### config.mk
export PLATFORM = sky130hd
export DESIGN_NAME = kbt_growth
export DESIGN_NICKNAME = d
export VERILOG_FILES = /design/src/hdl/kbt_pkg.sv /design/src/hdl/kbt_growth.sv
export SDC_FILE = /design/constraint.sdc
export NUM_CORES = 2
export LEC_CHECK = 0
export BUFFER_PORTS_ARGS = -buffer_cell sky130_fd_sc_hd__buf_2
export CAP_MARGIN = 20
export CORE_ASPECT_RATIO = 0.7
export CORE_MARGIN = 3
export CORE_UTILIZATION = 50
export CTS_CLUSTER_DIAMETER = 80
export DETAILED_ROUTE_END_ITERATION = 10
export GPL_TIMING_DRIVEN = 0
export PLACE_DENSITY_LB_ADDON = 0.12
export SYNTH_ARGS = -nofsm -noshare
export SYNTH_HDL_FRONTEND = slang
export SYNTH_SLANG_ARGS = --single-unit
### constraint.sdc
create_clock -name clk -period 18.7 [get_ports clk]
set_input_delay 3.74 -clock clk [delete_from_list [all_inputs] [get_ports clk]]
set_output_delay 3.74 -clock clk [all_outputs]
set_load 0.005 [all_outputs]
### src/hdl/kbt_pkg.sv
package kbt_pkg;

  localparam logic [1:0] ACT_ADVANCE = 2'd0;
  localparam logic [1:0] ACT_ACC     = 2'd1;
  localparam logic [1:0] ACT_GYR     = 2'd2;

  localparam logic [1:0] REG_ACC_WALK = 2'd0;
  localparam logic [1:0] REG_GYR_WALK = 2'd1;
  localparam logic [1:0] REG_ACC_INIT = 2'd2;
  localparam logic [1:0] REG_GYR_INIT = 2'd3;

  localparam int unsigned NUM_AXES = 3;

  typedef struct packed {
    logic [1:0]         action;
    logic [31:0]        dt;
    logic signed [31:0] meas_x;
    logic signed [31:0] meas_y;
    logic signed [31:0] meas_z;
    logic [31:0]        meas_noise_x;
    logic [31:0]        meas_noise_y;
    logic [31:0]        meas_noise_z;
  } in_t;

  typedef struct packed {
    logic               sensor;
    logic signed [31:0] bias_x;
    logic signed [31:0] bias_y;
    logic signed [31:0] bias_z;
    logic [31:0]        var_x;
    logic [31:0]        var_y;
    logic [31:0]        var_z;
  } out_t;

  // commands from the controller to every lane
  typedef struct packed {
    logic        start;
    logic        sel;
    logic        advance;
    logic [31:0] inc_acc;
    logic [31:0] inc_gyr;
    logic        load_acc;
    logic        load_gyr;
    logic [31:0] load_val;
  } lane_cmd_t;

  typedef struct packed {
    logic               done;
    logic signed [31:0] bias;
    logic [31:0]        var_val;
  } lane_res_t;

  typedef struct packed {
    logic        done;
    logic [31:0] inc_acc;
    logic [31:0] inc_gyr;
  } grow_res_t;

endpackage

### src/hdl/kbt_growth.sv
module kbt_growth #(
  parameter int unsigned FRAC_BITS = 16
) (
  input  logic              clk,
  input  logic              rst_n,
  input  logic              start,
  input  logic [31:0]       dt,
  input  logic [31:0]       acc_walk,
  input  logic [31:0]       gyr_walk,
  output kbt_pkg::grow_res_t res
);

  localparam int unsigned SH = 2 * FRAC_BITS;

  typedef enum logic [5:0] {
    G_IDLE = 6'b000001,
    G_ALO  = 6'b000010,
    G_AHI  = 6'b000100,
    G_GLO  = 6'b001000,
    G_GHI  = 6'b010000,
    G_GCMB = 6'b100000
  } gstate_t;

  gstate_t     state_r, state_nxt;
  logic        done_r;
  logic [63:0] mul_r;
  logic [63:0] d2_r;
  logic [63:0] lo_r;
  logic [31:0] inc_acc_r;
  logic [31:0] inc_gyr_r;
  logic [31:0] op_a;
  logic [31:0] op_b;
  logic [63:0] prod;

  // walk * dt^2 from its two partial products, scaled down and saturated
  function automatic logic [31:0] combine(input logic [63:0] lo, input logic [63:0] hi);
    logic [64:0] upper;
    logic [96:0] full;
    logic [96:0] over;
    upper = {1'b0, hi} + {33'b0, lo[63:32]};
    full  = {upper, lo[31:0]};
    over  = full >> (SH + 32);
    if (over != '0) begin
      combine = '1;
    end else begin
      combine = full[SH +: 32];
    end
  endfunction

  always_comb begin
    op_a = dt;
    op_b = dt;
    case (state_r)
      G_ALO: begin
        op_a = acc_walk;
        op_b = mul_r[31:0];
      end
      G_AHI: begin
        op_a = acc_walk;
        op_b = d2_r[63:32];
      end
      G_GLO: begin
        op_a = gyr_walk;
        op_b = d2_r[31:0];
      end
      G_GHI: begin
        op_a = gyr_walk;
        op_b = d2_r[63:32];
      end
      default: begin
        op_a = dt;
        op_b = dt;
      end
    endcase
  end

  assign prod = 64'(op_a) * 64'(op_b);

  always_comb begin
    state_nxt = state_r;
    case (state_r)
      G_IDLE: if (start) state_nxt = G_ALO;
      G_ALO:  state_nxt = G_AHI;
      G_AHI:  state_nxt = G_GLO;
      G_GLO:  state_nxt = G_GHI;
      G_GHI:  state_nxt = G_GCMB;
      G_GCMB: state_nxt = G_IDLE;
      default: state_nxt = G_IDLE;
    endcase
  end

  always_ff @(posedge clk) begin
    if (!rst_n) begin
      state_r <= G_IDLE;
      done_r  <= 1'b0;
    end else begin
      state_r <= state_nxt;
      done_r  <= (state_r == G_GCMB);
    end
  end

  always_ff @(posedge clk) begin
    case (state_r)
      G_IDLE: if (start) mul_r <= prod;
      G_ALO: begin
        d2_r  <= mul_r;
        mul_r <= prod;
      end
      G_AHI: begin
        lo_r  <= mul_r;
        mul_r <= prod;
      end
      G_GLO: begin
        inc_acc_r <= combine(lo_r, mul_r);
        mul_r     <= prod;
      end
      G_GHI: begin
        lo_r  <= mul_r;
        mul_r <= prod;
      end
      G_GCMB: inc_gyr_r <= combine(lo_r, mul_r);
      default: mul_r <= mul_r;
    endcase
  end

  assign res.done    = done_r;
  assign res.inc_acc = inc_acc_r;
  assign res.inc_gyr = inc_gyr_r;

endmodule

==> results.yml <==
synthesis:
  yosysSeqAreaShare: 0.1561
  synthFlopType: "edfxtp_1"
  synth_top_area_frac: 0.4081
  synthesis.nets: 6056
  synth_area_um2: 44000
  synthTopCellsByArea: "fa_1 41%, edfxtp_1 15%, ha_1 8.4%, inv_1 7.6%, nor2_1 5.8%"
  ys_types: 86
  async_flop_share: 0
  synth_common_cells: "897 x fa_1, 892 x inv_1, 678 x nor2_1"
  synth_edf_count: 224
  synth.most_common_cell: "fa_1"
  synth_area_leader_cell: "fa_1"
  ys_seq_elements: 231
  syn-instance-count: 4765
  yosysWarnings: 0
  synth.avg_cell_area_um2: 9.234
cells_and_area:
  syn_to_final_growth_pct: 7.911
  multi_input_area_um2: 32780
  n_fill_cell: 8205
  ff_latch_area_um2: 6867
  final_nets: 6284
  drive_gt1_frac: 0.06215
timing:
  rsz0062_at_grt: "false"
  hold_viol: 0
  max_slew_margin: 0.1308
  setup_viol: 0
  worst_pin_slew_ns: 1.304
  drv_slew: 0
  finClkSkew_ns: 0.01217
  fin_tns_setup_ns: 0
  max_freq_ghz: 0.06991
  min_period_ns: 14.30
  period_share: 0.7649
clock_network:
  hold_buffers: 0
  ctsHtreeMaxLevel: 1
  path_clk_slew_ns: 0.08
  cts_tree: "done"
  clockBufferDepth: 3
  cts-root-buf: "clkbuf_16"
  cts_made_buffers: 18
  clock_latency_ns: 0.53
  cts.repair.resized: 0
  clock-sinks: 231
  post_cts_buffers: 0
worst_setup_path:
  critPathMaxFanout: 10
  end_kind: "flip-flop"
  criticalPathCategory: "primary input to flip-flop"
  start_kind: "primary input"
  crit_arrival_ns: 14.55
  cp.required_ns: 18.95
floorplan:
  die_w_um: 360.6
  ios: 164
  core.rowCount: 90
  die-area_um2: 91650
  die_h_um: 254.2
  initial_core_util: 0.5074
  coreArea_um2: 86710
hold_path:
  hold_class: "flip-flop to flip-flop"
routing:
  drt_iter0_drc: 4958
  firstDrtPassIters: 7
  via_per_inst: 6.096
  final_antenna_net_count: 0
  drc_errors: 0
  vias: 37570
  wire_per_inst_um: 31.06
  wirelength_mm: 191.5
place:
  io_buffers: 163
  hpwl_mm: 160.3
  place.gp.congestion: 1.069
global_routing:
  grt_pass1_wl_mm: 267.9
  grt_usage: 0.4192
  antenna_found_initial: 19
  grt_max_degree: 47
  grt_pass1_vias: 36260
  gr-total-overflow: 0
job:
  cap_violations: 0
outcome:
  status: "completed"
-- critical path: stages --
cell	delay (ns)
buf_2	0.10
a22oi_1	0.58
and2_1	0.22
clkbuf_1	0.86
clkbuf_1	0.77
nor2_1	0.22
fa_1	0.58
inv_1	0.05
fa_1	0.39
fa_1	0.61
fa_1	0.57
inv_1	0.05
fa_1	0.50
fa_1	0.57
fa_1	0.46
fa_1	0.57
ha_1	0.32
clkbuf_1	0.30
nand3_1	0.21
or4_1	0.59
o211ai_1	0.38
a41oi_1	0.28
o21ai_1	0.48
nand3_1	0.30
and4_1	0.28
nor3_1	0.36
a311oi_1	0.20
-- stage by stage --
| step | instance area [um^2] | std cells | hold slack, ns | utilization | setup slack [ns] |
|---|---|---|---|---|---|
| floorplan | 44000 | 4765 | 0.4393 | - | 7.117 |
| global placement | 46250 | 6078 | 0.4829 | 0.5334 | 3.492 |
| detailed placement | 46740 | 6110 | 0.5009 | 0.5390 | 4.240 |
| CTS | 47270 | 6141 | 0.5185 | 0.5452 | 4.773 |
| global route | 47450 | 6154 | 0.5264 | 0.5473 | 4.369 |
| finish | 47480 | 6164 | 0.5215 | 0.5476 | 4.396 |
-- cell families after synthesis --
family          Yosys count  share of synthesized area
mux                       9                   0.002076
xor+xnor                 95                    0.01891
fa+ha+maj              1192                     0.4920
flops                   231                     0.1561
compound gates          490                    0.07650
simple gates           1600                     0.1550
buf+inv                1148                    0.09942
-- cell usage in the layout, fill, tap and decap left out, types with 31 or more instances in the layout --
cell	count
nand4_1	55
nor2_1	677
a21oi_1	108
nand2_1	605
nor3_1	31
buf_2	203
xnor2_1	58
a222oi_1	33
and2_1	53
a21o_1	64
a22oi_1	38
fa_1	897
ha_1	295
nand3_1	43
clkbuf_1	201
inv_1	892
o21ai_0	71
o21a_1	34
xor2_1	37
edfxtp_1	224
-- final timing paths --
path	slack [ns]	cells after the start	start	endpoint
worst min register to register	0.52	0	mul_r[15]	d2_r[15]
worst max-delay path	4.40	27	gyr_walk[19]	mul_r[54]
worst min-delay path	0.52	0	mul_r[15]	d2_r[15]
worst max register to register	4.77	32	state_r[0]	mul_r[54]
-- registers in the layout, indices dropped and copies added, names as in the netlist --
| signal | count |
|---|---|
| d2_r | 64 |
| mul_r | 64 |
| inc_acc_r | 32 |
| inc_gyr_r | 32 |
| done_r | 1 |
| state_r | 6 |
| lo_r | 32 |
-- layout make-up --
type                       instances  area share
antenna                           10   0.0005271
buffer                           256     0.02177
clock buffer                      20    0.009645
clock inverter                    11    0.001581
inverter                         892     0.07052
multi-input combinational       3386      0.6904
sequential                       231      0.1446
tap                             1150     0.03031
timing repair buffer             208     0.03062
-- routing by layer --
layer,global-route usage,up-vias,part of all wire,wire length [um]
li1,-,15320,-,-
met1,0.6072,19030,0.41,78390
met2,0.5307,2805,0.37,70540
met3,0.2067,416,0.17,33320
met4,0.1620,4,0.048,9204
met5,0,-,0.00014,26
Power is not shown: default switching activity piles up to over one toggle a cycle in this logic, so the estimate is an artifact.
