===== src/hdl/kbt_pkg.sv =====
package kbt_pkg;

  localparam logic [1:0] ACT_ADVANCE = 2'd0;
  localparam logic [1:0] ACT_ACC     = 2'd1;
  localparam logic [1:0] ACT_GYR     = 2'd2;

  localparam logic [1:0] REG_ACC_WALK = 2'd0;
  localparam logic [1:0] REG_GYR_WALK = 2'd1;
  localparam logic [1:0] REG_ACC_INIT = 2'd2;
  localparam logic [1:0] REG_GYR_INIT = 2'd3;

  localparam int unsigned NUM_AXES = 3;

  typedef struct packed {
    logic [1:0]         action;
    logic [31:0]        dt;
    logic signed [31:0] meas_x;
    logic signed [31:0] meas_y;
    logic signed [31:0] meas_z;
    logic [31:0]        meas_noise_x;
    logic [31:0]        meas_noise_y;
    logic [31:0]        meas_noise_z;
  } in_t;

  typedef struct packed {
    logic               sensor;
    logic signed [31:0] bias_x;
    logic signed [31:0] bias_y;
    logic signed [31:0] bias_z;
    logic [31:0]        var_x;
    logic [31:0]        var_y;
    logic [31:0]        var_z;
  } out_t;

  // commands from the controller to every lane
  typedef struct packed {
    logic        start;
    logic        sel;
    logic        advance;
    logic [31:0] inc_acc;
    logic [31:0] inc_gyr;
    logic        load_acc;
    logic        load_gyr;
    logic [31:0] load_val;
  } lane_cmd_t;

  typedef struct packed {
    logic               done;
    logic signed [31:0] bias;
    logic [31:0]        var_val;
  } lane_res_t;

  typedef struct packed {
    logic        done;
    logic [31:0] inc_acc;
    logic [31:0] inc_gyr;
  } grow_res_t;

endpackage


===== src/hdl/kbt_lane.sv =====
module kbt_lane #(
  parameter int unsigned FRAC_BITS = 16
) (
  input  logic               clk,
  input  logic               rst_n,
  input  kbt_pkg::lane_cmd_t cmd,
  input  logic signed [31:0] meas,
  input  logic [31:0]        noise,
  output kbt_pkg::lane_res_t res
);

  localparam logic [31:0] RST_VAR = 32'd1 << FRAC_BITS;
  localparam int unsigned QBITS   = 31;
  localparam logic [4:0]  QLAST   = 5'(QBITS - 1);

  typedef enum logic [4:0] {
    L_IDLE = 5'b00001,
    L_DIV  = 5'b00010,
    L_MULA = 5'b00100,
    L_MULB = 5'b01000,
    L_WB   = 5'b10000
  } lstate_t;

  lstate_t            state_r, state_nxt;
  logic               sel_r;
  logic [4:0]         cnt_r;
  logic signed [31:0] acc_x_r, gyr_x_r;
  logic [31:0]        acc_p_r, gyr_p_r;

  logic [33:0]        s_r;
  logic [33:0]        rem_r;
  logic [QBITS-1:0]   q_r;
  logic [32:0]        mag_r;
  logic               neg_r;
  logic [31:0]        p_r;
  logic signed [31:0] x_r;
  logic [63:0]        prod_r;
  logic [32:0]        step_r;

  logic [31:0]        p_sel;
  logic signed [31:0] x_sel;
  logic [32:0]        y;
  logic [34:0]        rem2;
  logic [35:0]        diff;
  logic               q_bit;
  logic [32:0]        mul_b;
  logic [63:0]        prod;
  logic [31:0]        p_new;
  logic signed [34:0] x_sum;
  logic signed [31:0] x_new;
  logic [32:0]        acc_grow, gyr_grow;

  assign p_sel = cmd.sel ? gyr_p_r : acc_p_r;
  assign x_sel = cmd.sel ? gyr_x_r : acc_x_r;
  assign y     = {meas[31], meas} - {x_sel[31], x_sel};

  // restoring division, one quotient bit a cycle
  assign rem2  = {rem_r, 1'b0};
  assign diff  = {1'b0, rem2} - {2'b0, s_r};
  assign q_bit = ~diff[35];

  assign mul_b = (state_r == L_MULA) ? mag_r : {1'b0, p_r};
  assign prod  = 64'(q_r) * 64'(mul_b);

  assign p_new = p_r - prod_r[62:31];
  assign x_sum = neg_r ? (35'(x_r) - $signed({2'b0, step_r}))
                       : (35'(x_r) + $signed({2'b0, step_r}));

  always_comb begin
    if (x_sum[34:31] == 4'b0000 || x_sum[34:31] == 4'b1111) begin
      x_new = x_sum[31:0];
    end else if (x_sum[34]) begin
      x_new = {1'b1, 31'b0};
    end else begin
      x_new = {1'b0, {31{1'b1}}};
    end
  end

  assign acc_grow = {1'b0, acc_p_r} + {1'b0, cmd.inc_acc};
  assign gyr_grow = {1'b0, gyr_p_r} + {1'b0, cmd.inc_gyr};

  always_comb begin
    state_nxt = state_r;
    case (state_r)
      L_IDLE: if (cmd.start) state_nxt = L_DIV;
      L_DIV:  if (cnt_r == QLAST) state_nxt = L_MULA;
      L_MULA: state_nxt = L_MULB;
      L_MULB: state_nxt = L_WB;
      L_WB:   state_nxt = L_IDLE;
      default: state_nxt = L_IDLE;
    endcase
  end

  always_ff @(posedge clk) begin
    if (!rst_n) begin
      state_r <= L_IDLE;
      sel_r   <= 1'b0;
      cnt_r   <= '0;
      acc_x_r <= '0;
      gyr_x_r <= '0;
      acc_p_r <= RST_VAR;
      gyr_p_r <= RST_VAR;
    end else begin
      state_r <= state_nxt;
      if (state_r == L_IDLE && cmd.start) begin
        sel_r <= cmd.sel;
        cnt_r <= '0;
      end else if (state_r == L_DIV) begin
        cnt_r <= cnt_r + 5'd1;
      end
      if (cmd.advance) begin
        acc_p_r <= acc_grow[32] ? '1 : acc_grow[31:0];
        gyr_p_r <= gyr_grow[32] ? '1 : gyr_grow[31:0];
      end
      if (cmd.load_acc) acc_p_r <= cmd.load_val;
      if (cmd.load_gyr) gyr_p_r <= cmd.load_val;
      if (state_r == L_WB) begin
        if (sel_r) begin
          gyr_x_r <= x_new;
          gyr_p_r <= p_new;
        end else begin
          acc_x_r <= x_new;
          acc_p_r <= p_new;
        end
      end
    end
  end

  always_ff @(posedge clk) begin
    case (state_r)
      L_IDLE: begin
        if (cmd.start) begin
          s_r   <= {2'b0, p_sel} + {2'b0, noise} + 34'd1;
          rem_r <= {2'b0, p_sel};
          q_r   <= '0;
          p_r   <= p_sel;
          x_r   <= x_sel;
          neg_r <= y[32];
          mag_r <= y[32] ? (~y + 33'd1) : y;
        end
      end
      L_DIV: begin
        rem_r <= q_bit ? diff[33:0] : rem2[33:0];
        q_r   <= {q_r[QBITS-2:0], q_bit};
      end
      L_MULA: prod_r <= prod;
      L_MULB: begin
        step_r <= prod_r[63:31];
        prod_r <= prod;
      end
      default: prod_r <= prod_r;
    endcase
  end

  assign res.done    = (state_r == L_WB);
  assign res.bias    = sel_r ? gyr_x_r : acc_x_r;
  assign res.var_val = sel_r ? gyr_p_r : acc_p_r;

endmodule


===== config.mk =====
export PLATFORM = sky130hd
export DESIGN_NAME = kbt_lane
export DESIGN_NICKNAME = d
export VERILOG_FILES = /design/src/hdl/kbt_pkg.sv /design/src/hdl/kbt_lane.sv
export SDC_FILE = /design/constraint.sdc
export NUM_CORES = 2
export LEC_CHECK = 0
export ABC_AREA = 1
export BUFFER_PORTS_ARGS = -buffer_cell sky130_fd_sc_hd__buf_2
export CAP_MARGIN = 20
export CORE_MARGIN = 3
export CORE_UTILIZATION = 45
export DETAILED_ROUTE_END_ITERATION = 8
export GPL_TIMING_DRIVEN = 0
export PLACE_DENSITY_LB_ADDON = 0.08
export SYNTH_ARGS = -nofsm -noshare
export SYNTH_HDL_FRONTEND = slang
export SYNTH_SLANG_ARGS = --single-unit

===== constraint.sdc =====
create_clock -name clk -period 12.8 [get_ports clk]
set_input_delay 1.28 -clock clk [delete_from_list [all_inputs] [get_ports clk]]
set_output_delay 1.28 -clock clk [all_outputs]
set_load 0.05 [all_outputs]

==> reports/results.ini <==
[clock_network]
clk_pin_slew_ps = 60
cts-root-to-sink-buffers = 3
cts_repair_resize_count = 0
cts-hold-fix-buffers = 0
cts_buffers = 54
ctsRootBufferMaster = sky130_fd_sc_hd__clkbuf_16
numClockSinks = 401
cts_tree = built
postCtsSetupRepairBufs = 0
h_tree_level_count = 2
insertion_delay_ps = 700

[hold_path]
min_delay_worst_type = reg -> reg

[sta]
clock_skew_ps = 60.4
hold_violations = 0
worst-slew-pin-transition_ps = 1230
setup_repair_after_global_routing_missed_its_margin = no
finalCritPeriodShare_pct = 78.3
final.min_clock_period_ps = 10030
setup-tns-final_ps = 0
final_max_slew_viol_count = 0
setup_viol_count_final = 0
achievable_freq_mhz = 99.7
relSlewSlack_pct = 17.7

[logic_synthesis]
async_flop_share_pct = 0
synth_enable_flop_cells = 262
synth_area_per_cell_um2 = 7.43
synth.cell_area_um2 = 65500
synth_seq_cells = 401
netlist-cell-type-count = 56
postSynth.topFlopCell = sky130_fd_sc_hd__edfxtp_1
syn_nets = 10370
postSynthCellCount = 8819
sequential_cell_area_fraction_in_the_yosys_report_pct = 16.3
ys.warnings.count = 0

[global_route]
global_route_wire_length_before_repair_um = 407000
globalRouteTotalUtil_pct = 37.1
grt_start_max_net_pins = 36
grt_overflow_total = 0
first_global_vias = 59669
antenna_found_initial = 21

[detailed_routing]
post_drt_wl_per_cell_um = 25.5
drt_first_iter_violations = 7009
drc = 0
detailroute.via_count = 62277
detail_route.vias_per_cell = 5.59
postRouteWirelength_um = 284000
drt-pass1-iter-count = 6
antenna_violating_nets_post_route = 0

[floorplan]
row_count = 139
die_w_um = 388
pin_count = 232
core_area_um2 = 144000
die_y_um = 388
floorplan.initialDensity_pct = 45.4
die_area_um2 = 150000

[cells_and_area]
most_common_library_cell_in_the_layout_ignoring_fill_and_taps = sky130_fd_sc_hd__nand2_1
final_cell_area_um2 = 71800
post_layout_nonfiller_instances = 11132
fillerInstances = 14764
fraction_of_final_layout_cells_sized_beyond_drive_strength_1_pct = 6.56
layout-area-overhead-vs-synth_pct = 9.54
nNetsFinal = 10730
final_core_utilization_pct = 49.8
most_frequent_cells_in_the_layout = sky130_fd_sc_hd__nand2_1, sky130_fd_sc_hd__inv_1, sky130_fd_sc_hd__nor2_1

[run]
drv_cap = 0

[setup_path]
crit_path_top_delay_cell = sky130_fd_sc_hd__clkbuf_1
arrival_ps = 10470
crit_path_max_fanout = 10
max_stage_delay_ps = 820
crit_path_buffers_inverters = 9
worstSetupPathType = reg -> reg
critical_path_required_time_ps = 13250
critical_path.top_delay_family = adder cells
crit_path_end_kind = flop
critical_path.startpoint_type = flop

[place]
port_buffers = 227
dpl.cell_count = 11019
gp_routability_congestion = 1.02
placement.cell_area_um2 = 69800
dp.final_hpwl_um = 244000

[outcome]
status = finished, final reports clean

==> metrics by stage <==
stage	setup slack (ps)	hold slack [ps]
after floorplan	3150	400
after global placement	-3390	408
after detailed placement	3060	405
after CTS	3050	419
after global routing	2520	428
final	2770	420
==> Yosys cell counts, drive strengths merged, types with 2 or more instances <==
cell | count | share of area, %
o221ai | 3 | 0.040
fa | 901 | 28
o211ai | 26 | 0.30
o311ai | 2 | 0.027
dfxtp | 139 | 4.2
edfxtp | 262 | 12
nand3 | 334 | 2.6
xor2 | 139 | 1.9
clkinv | 16 | 0.092
nor3b | 2 | 0.023
o22ai | 2 | 0.019
ha | 483 | 9.2
inv | 1707 | 9.8
a221oi | 3 | 0.040
xnor2 | 60 | 0.80
clkbuf | 220 | 1.3
a21oi | 587 | 4.5
nand2 | 2039 | 12
a21boi | 18 | 0.21
buf | 78 | 0.68
and3 | 5 | 0.048
o21ai | 441 | 3.5
nor3 | 62 | 0.47
a21o | 32 | 0.37
a211oi | 6 | 0.069
o21bai | 37 | 0.42
nor2 | 1007 | 5.9
o21a | 33 | 0.38
and2 | 5 | 0.048
or2 | 46 | 0.44
o31ai | 9 | 0.10
nand4 | 51 | 0.51
a31oi | 21 | 0.20
nand3b | 15 | 0.17
nor4 | 23 | 0.24
==> flip-flops by register name, indices dropped and copies added (netlist names) <==
signal,count
state_r,5
step_r,33
q_r,31
s_r,33
p_r,32
x_r,32
mag_r,33
sel_r,1
cnt_r,5
acc_p_r,32
neg_r,1
gyr_p_r,32
acc_x_r,32
gyr_x_r,32
rem_r,34
prod_r,33
==> cell type report <==
| cell class | instances | area [um2] | share of cell area (%) |
|---|---|---|---|
| multi-input cells | 6397 | 47200 | 65.7 |
| flip-flops and latches | 401 | 10700 | 14.8 |
| inverters | 1723 | 6470 | 9.01 |
| well taps | 1903 | 2380 | 3.32 |
| repair buffers | 304 | 2010 | 2.79 |
| clock buffers | 66 | 1460 | 2.03 |
| plain buffers | 298 | 1270 | 1.77 |
| clock inverters | 34 | 349 | 0.486 |
| diodes | 6 | 15.0 | 0.0209 |
==> routing by layer <==
| metal | vias up | track usage (%) | wire length [um] |
|---|---|---|---|
| li1 | 28047 | - | - |
| met3 | 406 | 10.4 | 34400 |
| met1 | 30637 | 54.7 | 124000 |
| met2 | 3173 | 52.9 | 115000 |
| met5 | - | 0 | 94 |
| met4 | 14 | 10.7 | 9470 |
==> cells by family (layout without fill, tap and decap cells) <==
family,after synthesis,in the layout,share of synthesized area [%]
other cells,0,6,0
simple gates,3589,3589,22.3
compound gates,1225,1225,10.2
buf+inv,2021,2425,11.8
fa+ha+maj,1384,1384,36.8
xor+xnor,199,199,2.66
flops,401,401,16.3
==> path summary, 6_finish.rpt <==
| check | cells after the start | end | from | slack (ps) |
|---|---|---|---|---|
| worst max-delay path | 33 | prod_r[62]$_DFFE_PN_ | state_r[0]$_SDFFE_PN1P_ | 2770 |
| worst min-delay path | 0 | step_r[32]$_DFFE_PP_ | prod_r[63]$_DFFE_PN_ | 420 |
| worst max register to register | 33 | prod_r[62]$_DFFE_PN_ | state_r[0]$_SDFFE_PN1P_ | 2770 |
| worst min register to register | 0 | step_r[32]$_DFFE_PP_ | prod_r[63]$_DFFE_PN_ | 420 |
Power is left out: the tool's default activity adds up to more than one toggle a clock period on the data nets, which glitch-free logic cannot reach.
